File: src/rtl/sha256_message_digest_macros.svh
// ----------------------------------------------------------------------------
// SHA-256 digest assertion macros
// Concurrent check wrappers clocked on i_clk, disabled while i_rst_n is low.
// ----------------------------------------------------------------------------
`ifndef SHA256_MESSAGE_DIGEST_MACROS_SVH
`define SHA256_MESSAGE_DIGEST_MACROS_SVH

// same-cycle implication
`define SHA_ASSERT_IMP(label, ante, cons, msg) \
    label: assert property (@(posedge i_clk) disable iff (!i_rst_n) (ante) |-> (cons)) \
        else $error(msg);

// next-cycle implication
`define SHA_ASSERT_NXT(label, ante, cons, msg) \
    label: assert property (@(posedge i_clk) disable iff (!i_rst_n) (ante) |=> (cons)) \
        else $error(msg);

`endif

File: src/rtl/sha256_pkg.sv
// ----------------------------------------------------------------------------
// SHA-256 digest package
// Transaction types, round constants, initial hash values and sigma functions.
// ----------------------------------------------------------------------------
package sha256_pkg;

    typedef struct packed {
        logic [7:0] data_byte;
        logic       byte_valid;
        logic       last;
    } t_in_item;

    typedef struct packed {
        logic [31:0] digest_word;
        logic        word_last;
    } t_out_item;

    localparam logic [7:0] PAD_MARK   = 8'h80;
    localparam logic [5:0] LEN_POS    = 6'd56;
    localparam logic [5:0] LAST_POS   = 6'd63;
    localparam logic [5:0] LAST_ROUND = 6'd63;
    localparam logic [2:0] LAST_WORD  = 3'd7;

    localparam logic [31:0] HASH_INIT [8] = '{
        32'h6a09e667, 32'hbb67ae85, 32'h3c6ef372, 32'ha54ff53a,
        32'h510e527f, 32'h9b05688c, 32'h1f83d9ab, 32'h5be0cd19
    };

    localparam logic [31:0] ROUND_K [64] = '{
        32'h428a2f98, 32'h71374491, 32'hb5c0fbcf, 32'he9b5dba5,
        32'h3956c25b, 32'h59f111f1, 32'h923f82a4, 32'hab1c5ed5,
        32'hd807aa98, 32'h12835b01, 32'h243185be, 32'h550c7dc3,
        32'h72be5d74, 32'h80deb1fe, 32'h9bdc06a7, 32'hc19bf174,
        32'he49b69c1, 32'hefbe4786, 32'h0fc19dc6, 32'h240ca1cc,
        32'h2de92c6f, 32'h4a7484aa, 32'h5cb0a9dc, 32'h76f988da,
        32'h983e5152, 32'ha831c66d, 32'hb00327c8, 32'hbf597fc7,
        32'hc6e00bf3, 32'hd5a79147, 32'h06ca6351, 32'h14292967,
        32'h27b70a85, 32'h2e1b2138, 32'h4d2c6dfc, 32'h53380d13,
        32'h650a7354, 32'h766a0abb, 32'h81c2c92e, 32'h92722c85,
        32'ha2bfe8a1, 32'ha81a664b, 32'hc24b8b70, 32'hc76c51a3,
        32'hd192e819, 32'hd6990624, 32'hf40e3585, 32'h106aa070,
        32'h19a4c116, 32'h1e376c08, 32'h2748774c, 32'h34b0bcb5,
        32'h391c0cb3, 32'h4ed8aa4a, 32'h5b9cca4f, 32'h682e6ff3,
        32'h748f82ee, 32'h78a5636f, 32'h84c87814, 32'h8cc70208,
        32'h90befffa, 32'ha4506ceb, 32'hbef9a3f7, 32'hc67178f2
    };

    function automatic logic [31:0] big_sigma0(input logic [31:0] x);
        return {x[1:0], x[31:2]} ^ {x[12:0], x[31:13]} ^ {x[21:0], x[31:22]};
    endfunction

    function automatic logic [31:0] big_sigma1(input logic [31:0] x);
        return {x[5:0], x[31:6]} ^ {x[10:0], x[31:11]} ^ {x[24:0], x[31:25]};
    endfunction

    function automatic logic [31:0] small_sigma0(input logic [31:0] x);
        return {x[6:0], x[31:7]} ^ {x[17:0], x[31:18]} ^ {3'b000, x[31:3]};
    endfunction

    function automatic logic [31:0] small_sigma1(input logic [31:0] x);
        return {x[16:0], x[31:17]} ^ {x[18:0], x[31:19]} ^ {10'b0, x[31:10]};
    endfunction

endpackage

File: src/rtl/sha256_message_digest.sv
// ----------------------------------------------------------------------------
// SHA-256 message digest
// Data byte: one per cycle while idle; a block's 64th byte adds 64 rounds + add.
// Last transaction: a setup state, one pad byte per cycle, 64 rounds + add per
// padded block, then eight digest words, one per cycle while i_ready is high.
// One round unit is shared over all 64 rounds of every block.
// Synchronous active-low reset: idle, initial hash values, length zero.
// ----------------------------------------------------------------------------
`include "sha256_message_digest_macros.svh"

module sha256_message_digest (
    input  logic                  i_clk,
    input  logic                  i_rst_n,
    input  logic                  i_valid,
    output logic                  o_ready,
    input  sha256_pkg::t_in_item  i_data,
    output logic                  o_valid,
    input  logic                  i_ready,
    output sha256_pkg::t_out_item o_data
);
    import sha256_pkg::*;

    typedef enum logic [2:0] {
        ST_IDLE,
        ST_ROUND,
        ST_ADD,
        ST_FINISH,
        ST_PAD,
        ST_OUT
    } t_state;

    t_state      r_state;
    logic [31:0] r_w [16];
    logic [31:0] r_v [8];
    logic [31:0] r_h [8];
    logic [5:0]  r_round;
    logic [2:0]  r_oidx;
    logic [5:0]  r_pos;
    logic [60:0] r_count;
    logic [63:0] r_len;
    logic        r_fin;
    logic        r_padding;
    logic        r_mark;
    logic        r_two;
    logic        r_final;

    logic        in_fire;
    logic        out_fire;
    logic [31:0] w_t1;
    logic [31:0] w_t2;
    logic [31:0] w_sched;
    logic        w_len_sel;
    logic [7:0]  w_pad_byte;
    logic        w_pad_two;

    assign in_fire  = i_valid && o_ready;
    assign out_fire = o_valid && i_ready;

    assign o_ready            = (r_state == ST_IDLE);
    assign o_valid            = (r_state == ST_OUT);
    assign o_data.digest_word = r_h[0];
    assign o_data.word_last   = (r_oidx == LAST_WORD);

    always_comb begin
        w_t1 = r_v[7] + big_sigma1(r_v[4])
             + ((r_v[4] & r_v[5]) ^ (~r_v[4] & r_v[6]))
             + ROUND_K[r_round] + r_w[0];
        w_t2 = big_sigma0(r_v[0])
             + ((r_v[0] & r_v[1]) ^ (r_v[0] & r_v[2]) ^ (r_v[1] & r_v[2]));
        w_sched = small_sigma1(r_w[14]) + r_w[9] + small_sigma0(r_w[1]) + r_w[0];
        w_len_sel = !r_mark && !r_two && (r_pos >= LEN_POS);
        if (r_mark) begin
            w_pad_byte = PAD_MARK;
        end else if (w_len_sel) begin
            w_pad_byte = r_len[63:56];
        end else begin
            w_pad_byte = 8'h00;
        end
        // marker landing in the length field forces a second block
        w_pad_two = r_mark ? (r_pos >= LEN_POS) : r_two;
    end

    always_ff @(posedge i_clk) begin
        if (!i_rst_n) begin
            r_state   <= ST_IDLE;
            r_round   <= '0;
            r_oidx    <= '0;
            r_pos     <= '0;
            r_count   <= '0;
            r_fin     <= 1'b0;
            r_padding <= 1'b0;
            r_mark    <= 1'b0;
            r_two     <= 1'b0;
            r_final   <= 1'b0;
            for (int i = 0; i < 8; i++) begin
                r_h[i] <= HASH_INIT[i];
            end
        end else begin
            case (r_state)
                ST_IDLE: begin
                    if (in_fire) begin
                        if (i_data.byte_valid) begin
                            for (int i = 0; i < 15; i++) begin
                                r_w[i] <= {r_w[i][23:0], r_w[i+1][31:24]};
                            end
                            r_w[15]   <= {r_w[15][23:0], i_data.data_byte};
                            r_pos     <= r_pos + 6'd1;
                            r_count   <= r_count + 61'd1;
                            if (r_pos == LAST_POS) begin
                                r_state   <= ST_ROUND;
                                r_round   <= '0;
                                r_fin     <= i_data.last;
                                r_padding <= 1'b0;
                                for (int i = 0; i < 8; i++) begin
                                    r_v[i] <= r_h[i];
                                end
                            end else if (i_data.last) begin
                                r_state <= ST_FINISH;
                            end
                        end else if (i_data.last) begin
                            r_state <= ST_FINISH;
                        end
                    end
                end
                ST_FINISH: begin
                    r_len     <= {r_count, 3'b000};
                    r_mark    <= 1'b1;
                    r_two     <= 1'b0;
                    r_padding <= 1'b1;
                    r_state   <= ST_PAD;
                end
                ST_PAD: begin
                    for (int i = 0; i < 15; i++) begin
                        r_w[i] <= {r_w[i][23:0], r_w[i+1][31:24]};
                    end
                    r_w[15] <= {r_w[15][23:0], w_pad_byte};
                    r_pos   <= r_pos + 6'd1;
                    r_mark  <= 1'b0;
                    r_two   <= (r_pos == LAST_POS) ? 1'b0 : w_pad_two;
                    if (w_len_sel) begin
                        r_len <= {r_len[55:0], 8'h00};
                    end
                    if (r_pos == LAST_POS) begin
                        r_final <= !w_pad_two;
                        r_state <= ST_ROUND;
                        r_round <= '0;
                        for (int i = 0; i < 8; i++) begin
                            r_v[i] <= r_h[i];
                        end
                    end
                end
                ST_ROUND: begin
                    r_v[0] <= w_t1 + w_t2;
                    r_v[1] <= r_v[0];
                    r_v[2] <= r_v[1];
                    r_v[3] <= r_v[2];
                    r_v[4] <= r_v[3] + w_t1;
                    r_v[5] <= r_v[4];
                    r_v[6] <= r_v[5];
                    r_v[7] <= r_v[6];
                    for (int i = 0; i < 15; i++) begin
                        r_w[i] <= r_w[i+1];
                    end
                    r_w[15] <= w_sched;
                    r_round <= r_round + 6'd1;
                    if (r_round == LAST_ROUND) begin
                        r_state <= ST_ADD;
                    end
                end
                ST_ADD: begin
                    for (int i = 0; i < 8; i++) begin
                        r_h[i] <= r_h[i] + r_v[i];
                    end
                    r_oidx <= '0;
                    if (!r_padding) begin
                        r_state <= r_fin ? ST_FINISH : ST_IDLE;
                    end else begin
                        r_state <= r_final ? ST_OUT : ST_PAD;
                    end
                end
                ST_OUT: begin
                    if (out_fire) begin
                        // shift the digest out, refill with the initial values
                        for (int i = 0; i < 7; i++) begin
                            r_h[i] <= r_h[i+1];
                        end
                        r_h[7] <= HASH_INIT[r_oidx];
                        r_oidx <= r_oidx + 3'd1;
                        if (r_oidx == LAST_WORD) begin
                            r_state   <= ST_IDLE;
                            r_count   <= '0;
                            r_pos     <= '0;
                            r_padding <= 1'b0;
                            r_fin     <= 1'b0;
                        end
                    end
                end
                default: begin
                    r_state <= ST_IDLE;
                end
            endcase
        end
    end

    `SHA_ASSERT_IMP(a_no_overlap, o_valid, !o_ready, "accepting input while emitting digest")
    `SHA_ASSERT_NXT(a_round_step, (r_state == ST_ROUND) && (r_round != LAST_ROUND),
        (r_state == ST_ROUND) && (r_round == $past(r_round) + 6'd1), "round counter skipped")
    `SHA_ASSERT_NXT(a_msg_done, out_fire && o_data.word_last,
        o_ready && (r_count == '0), "message state not cleared after digest")
    `SHA_ASSERT_IMP(a_pos_sync, r_state == ST_IDLE, r_pos == r_count[5:0],
        "block position out of step with byte count")

endmodule

File: config.mk
export PLATFORM = sky130hd
export DESIGN_NAME = sha256_message_digest
export DESIGN_NICKNAME = d
export VERILOG_FILES = /design/src/rtl/sha256_pkg.sv /design/src/rtl/sha256_message_digest.sv
export VERILOG_INCLUDE_DIRS = /design/src /design/src/rtl
export SDC_FILE = /design/constraint.sdc
export NUM_CORES = 2
export LEC_CHECK = 0
export ABC_AREA = 0
export CORE_MARGIN = 1.5
export CORE_UTILIZATION = 50
export DETAILED_ROUTE_END_ITERATION = 12
export DONT_BUFFER_PORTS = 1
export GPL_TIMING_DRIVEN = 0
export HOLD_SLACK_MARGIN = 0.08
export PLACE_DENSITY = 0.75
export SYNTH_ARGS = -nofsm -noshare
export SYNTH_HDL_FRONTEND = slang
export SYNTH_SLANG_ARGS = --single-unit
File: constraint.sdc
create_clock -name i_clk -period 19.8 [get_ports i_clk]
set_clock_uncertainty 0.15 [all_clocks]
set_input_delay 0.99 -clock i_clk [delete_from_list [all_inputs] [get_ports i_clk]]
set_output_delay 0.99 -clock i_clk [all_outputs]
set_load 0.02 [all_outputs]
==> summary.txt <==
Route
  – DR pass1 iterations: 7
  – Post-route ant nets: 0
  – Wirelength per Cell: 25.8 um
  – DR iter-0 viols: 9488
  – WL final: 276000 um
  – Number of remaining DRC errors: 0
  – Via density: 6.16
  – Via count: 65838

Clocking
  – Setup bufs post-CTS: 0
  – CTS clock-pin slew for the worst setup and hold paths: 0.06 ns
  – Total CTS buffers: 134
  – Clk root buf: clkbuf_16
  – Clock sinks: 1169
  – Longest Clk Path Bufs: 3
  – CTS Hold Bufs: 0
  – Post_cts resized: 0
  – Number of H-tree levels: 4
  – CTS tree: yes
  – Worst skew pair latency: 0.84 ns

Pwr
  – Logic pwr share: 0.432
  – P_int: 5.89 mW
  – Reg power frac: 0.312
  – Clock network fraction of total power: 0.256
  – Static leakage: 34.1 nW
  – P_sw: 3.97 mW
  – Switch share: 0.403
  – Peak VDD IR: 99.4 uV
  – Power per Cell Area: 117 nW/um2
  – Power Total: 9.86 mW

Yosys
  – Netlist cell types: 106
  – Synth Area in Adders: 0.116
  – Post-synth top cells: nand2_1 (2616), edfxtp_1 (1084), o21ai_0 (487)
  – Most area-consuming cells after synthesis: edfxtp_1 (42%), nand2_1 (13%), ha_1 (6.5%), fa_1 (5.1%), xnor2_1 (4.5%)
  – Asr flop ratio synth: 0
  – Top FF cell, synth: edfxtp_1
  – Avg Inst Size Synth: 9.19 um2
  – Synth Area in Compound Gates: 0.133
  – Yosys warning total: 0
  – Post-Synthesis Cells: 8395
  – Mux contribution to synthesized area: 0.00780
  – Top-area cell type share of the netlist area: 0.422
  – Synth Area in XOR/XNOR: 0.0720
  – Most common cell in the netlist: nand2_1
  – Synth Net Count: 9007
  – Area leader, netlist: edfxtp_1
  – Mapped cell area: 77100 um2
  – Combinational family with the most area after synthesis: simple AND/OR/NAND/NOR gates
  – Post-synth EDFFs: 1084
  – FF+latch count, synth: 1169
  – Post-synthesis simple-gate area fraction: 0.184
  – Sequential share of the synthesized area: 0.444

STA
  – Final Slew Violations: 35
  – Slew @ Worst Pin: 1.62 ns
  – F_max: 81.1 MHz
  – Hold Vio Cnt, Final: 0
  – RSZ-0062 raised after global routing: false
  – Min Clock Period, post-route: 12.33 ns
  – Final period utilization: 0.623
  – Hold slack: 0.199 ns
  – Setup TNS: 0 ns
  – Setup violations, final: 0
  – Final worst slack: 7.47 ns
  – Slew headroom: -0.0786

Global route
  – Largest net degree at the start of global routing: 76
  – Initial antenna violation count: 11
  – GRT Util Overall: 0.346
  – Vias in the first global route: 62534
  – Gr ovfl total: 0
  – First-pass GRT wire length: 403000 um

Flow run
  – Max_cap viols: 3

Critical path
  – Crit-path most repeated cell: o21ai_0
  – CP required: 20.20 ns
  – Crit start category: register
  – Crit. End Element: register
  – Slowest cell on the critical path: o21ai_0
  – Critical Path AT: 12.73 ns
  – Worst-path maximum fanout: 13
  – Slowest cell delay on critical path: 0.78 ns
  – Crit path kind: reg -> reg

Cells and area
  – Nets: 9162
  – Non-Filler Instances: 10690
  – Share of cells above drive strength 1: 0.0390
  – Area Growth Syn to Fin: 9.69%
  – Final instance area: 84600 um2
  – Post-layout util: 0.554
  – Fill cell count: 13362

Status
  – Outcome: finished, violations left
  – Failing checks: capacitance limit, slew limit

Placement
  – Placement Cell Area: 80200 um2
  – GP Congestion: 1.02
  – Placed cells: 10444
  – DP Worst Slack: 8.00 ns
  – Input/output buffers: 0
  – DP HPWL: 209000 um

Floorplan
  – Starting Density: 0.505
  – Die Wd: 396 um
  – Full die area: 157000 um2
  – Placeable Area: 153000 um2
  – Core Rows: 143
  – Io pins: 49
  – Die Y: 396 um

Worst hold path
  – Worst hold path class: in -> reg
[power groups by stage]
stage	registers, mW	logic [mW]	clock network, mW
floorplan	3.07	2.90	0
global placement	3.15	3.99	0
detailed placement	3.11	4.07	0
CTS	3.07	4.12	2.52
global route	3.08	4.59	2.62
finish	3.07	4.26	2.52
[worst max-delay path, delay by kind of cell (launching register included)]
kind,cells,cell delay [ns]
DFF,1,0.51
buffers and inverters,8,2.29
xor gates and xnor gates,3,1.03
and+or+nand+nor,8,1.07
adders and majority gates,8,3.38
AOI/OAI and AO/OA,13,3.63
[state kept, by name, indices dropped and copies added, names as in the netlist]
register,cells
r_two,1
r_v,256
r_state,3
r_w,512
r_len,61
r_h,256
r_round,6
r_oidx,3
r_pos,6
r_final,1
r_count,61
r_fin,1
r_mark,1
r_padding,1
[cell usage in the layout (no fill, tap or decap), types with 13 or more instances in the layout]
cell type | netlist | final
a31oi_1 | 35 | 35
clkbuf_16 | 0 | 134
a211oi_1 | 49 | 49
o21bai_1 | 48 | 48
nand2_1 | 2616 | 2616
o21ai_0 | 487 | 487
o221ai_1 | 19 | 19
o22ai_1 | 45 | 45
o31ai_1 | 28 | 28
fa_1 | 195 | 195
a21oi_1 | 405 | 405
mux2_2 | 23 | 23
nor2b_1 | 62 | 61
mux2i_1 | 23 | 23
ha_1 | 403 | 403
clkinv_1 | 2 | 25
edfxtp_1 | 1084 | 1084
buf_4 | 34 | 34
nand3_1 | 82 | 82
a21o_1 | 214 | 211
clkbuf_1 | 416 | 445
and2_1 | 39 | 39
o211ai_1 | 43 | 43
o21a_1 | 39 | 39
a22oi_1 | 13 | 13
xnor2_1 | 394 | 394
clkinv_2 | 0 | 23
nand4_1 | 41 | 41
dfxtp_1 | 85 | 85
o21ai_1 | 15 | 15
nor3_1 | 81 | 81
xor2_1 | 237 | 237
nor2_1 | 364 | 364
buf_1 | 37 | 37
and3_1 | 37 | 37
or3_1 | 32 | 32
inv_1 | 349 | 346
nand2b_1 | 50 | 50
[layer usage]
metal,up-vias,share of wire,GRT usage
li1,29125,-,-
met1,31635,0.39,0.470
met2,4233,0.42,0.503
met3,837,0.13,0.0885
met4,8,0.066,0.198
met5,-,0.00016,0
[layout make-up]
type	count	area, um2	area share
repair buffers	19	455	0.00538
multi-input cells	6384	39600	0.469
clock inverters	73	883	0.0104
diodes	4	10.0	0.000118
well taps	2030	2540	0.0300
flip-flops and latches	1169	34300	0.405
plain buffers	490	1980	0.0234
inverters	352	1330	0.0157
clock buffers	169	3500	0.0414
[path summary, 6_finish.rpt]
kind,startpoint,endpoint,slack [ns],depth (start not counted)
setup reg to reg,r_round[1],r_v[0][31],7.47,40
setup / recovery,r_round[1],r_v[0][31],7.47,40
hold reg to reg,r_len[26],r_len[34],0.34,2
hold / removal,i_data[0],r_state[1],0.20,2
[kinds of logic (layout without fill, tap and decap cells)]
family,count (synthesis),after routing
simple gates,3476,3476
compound gates,1624,1624
flops,1169,1169
buf+inv,842,1103
xor+xnor,632,632
fa+ha+maj,601,601
mux,51,51
other cells,0,4
No activity file was read; power rests on OpenSTA's default activity.
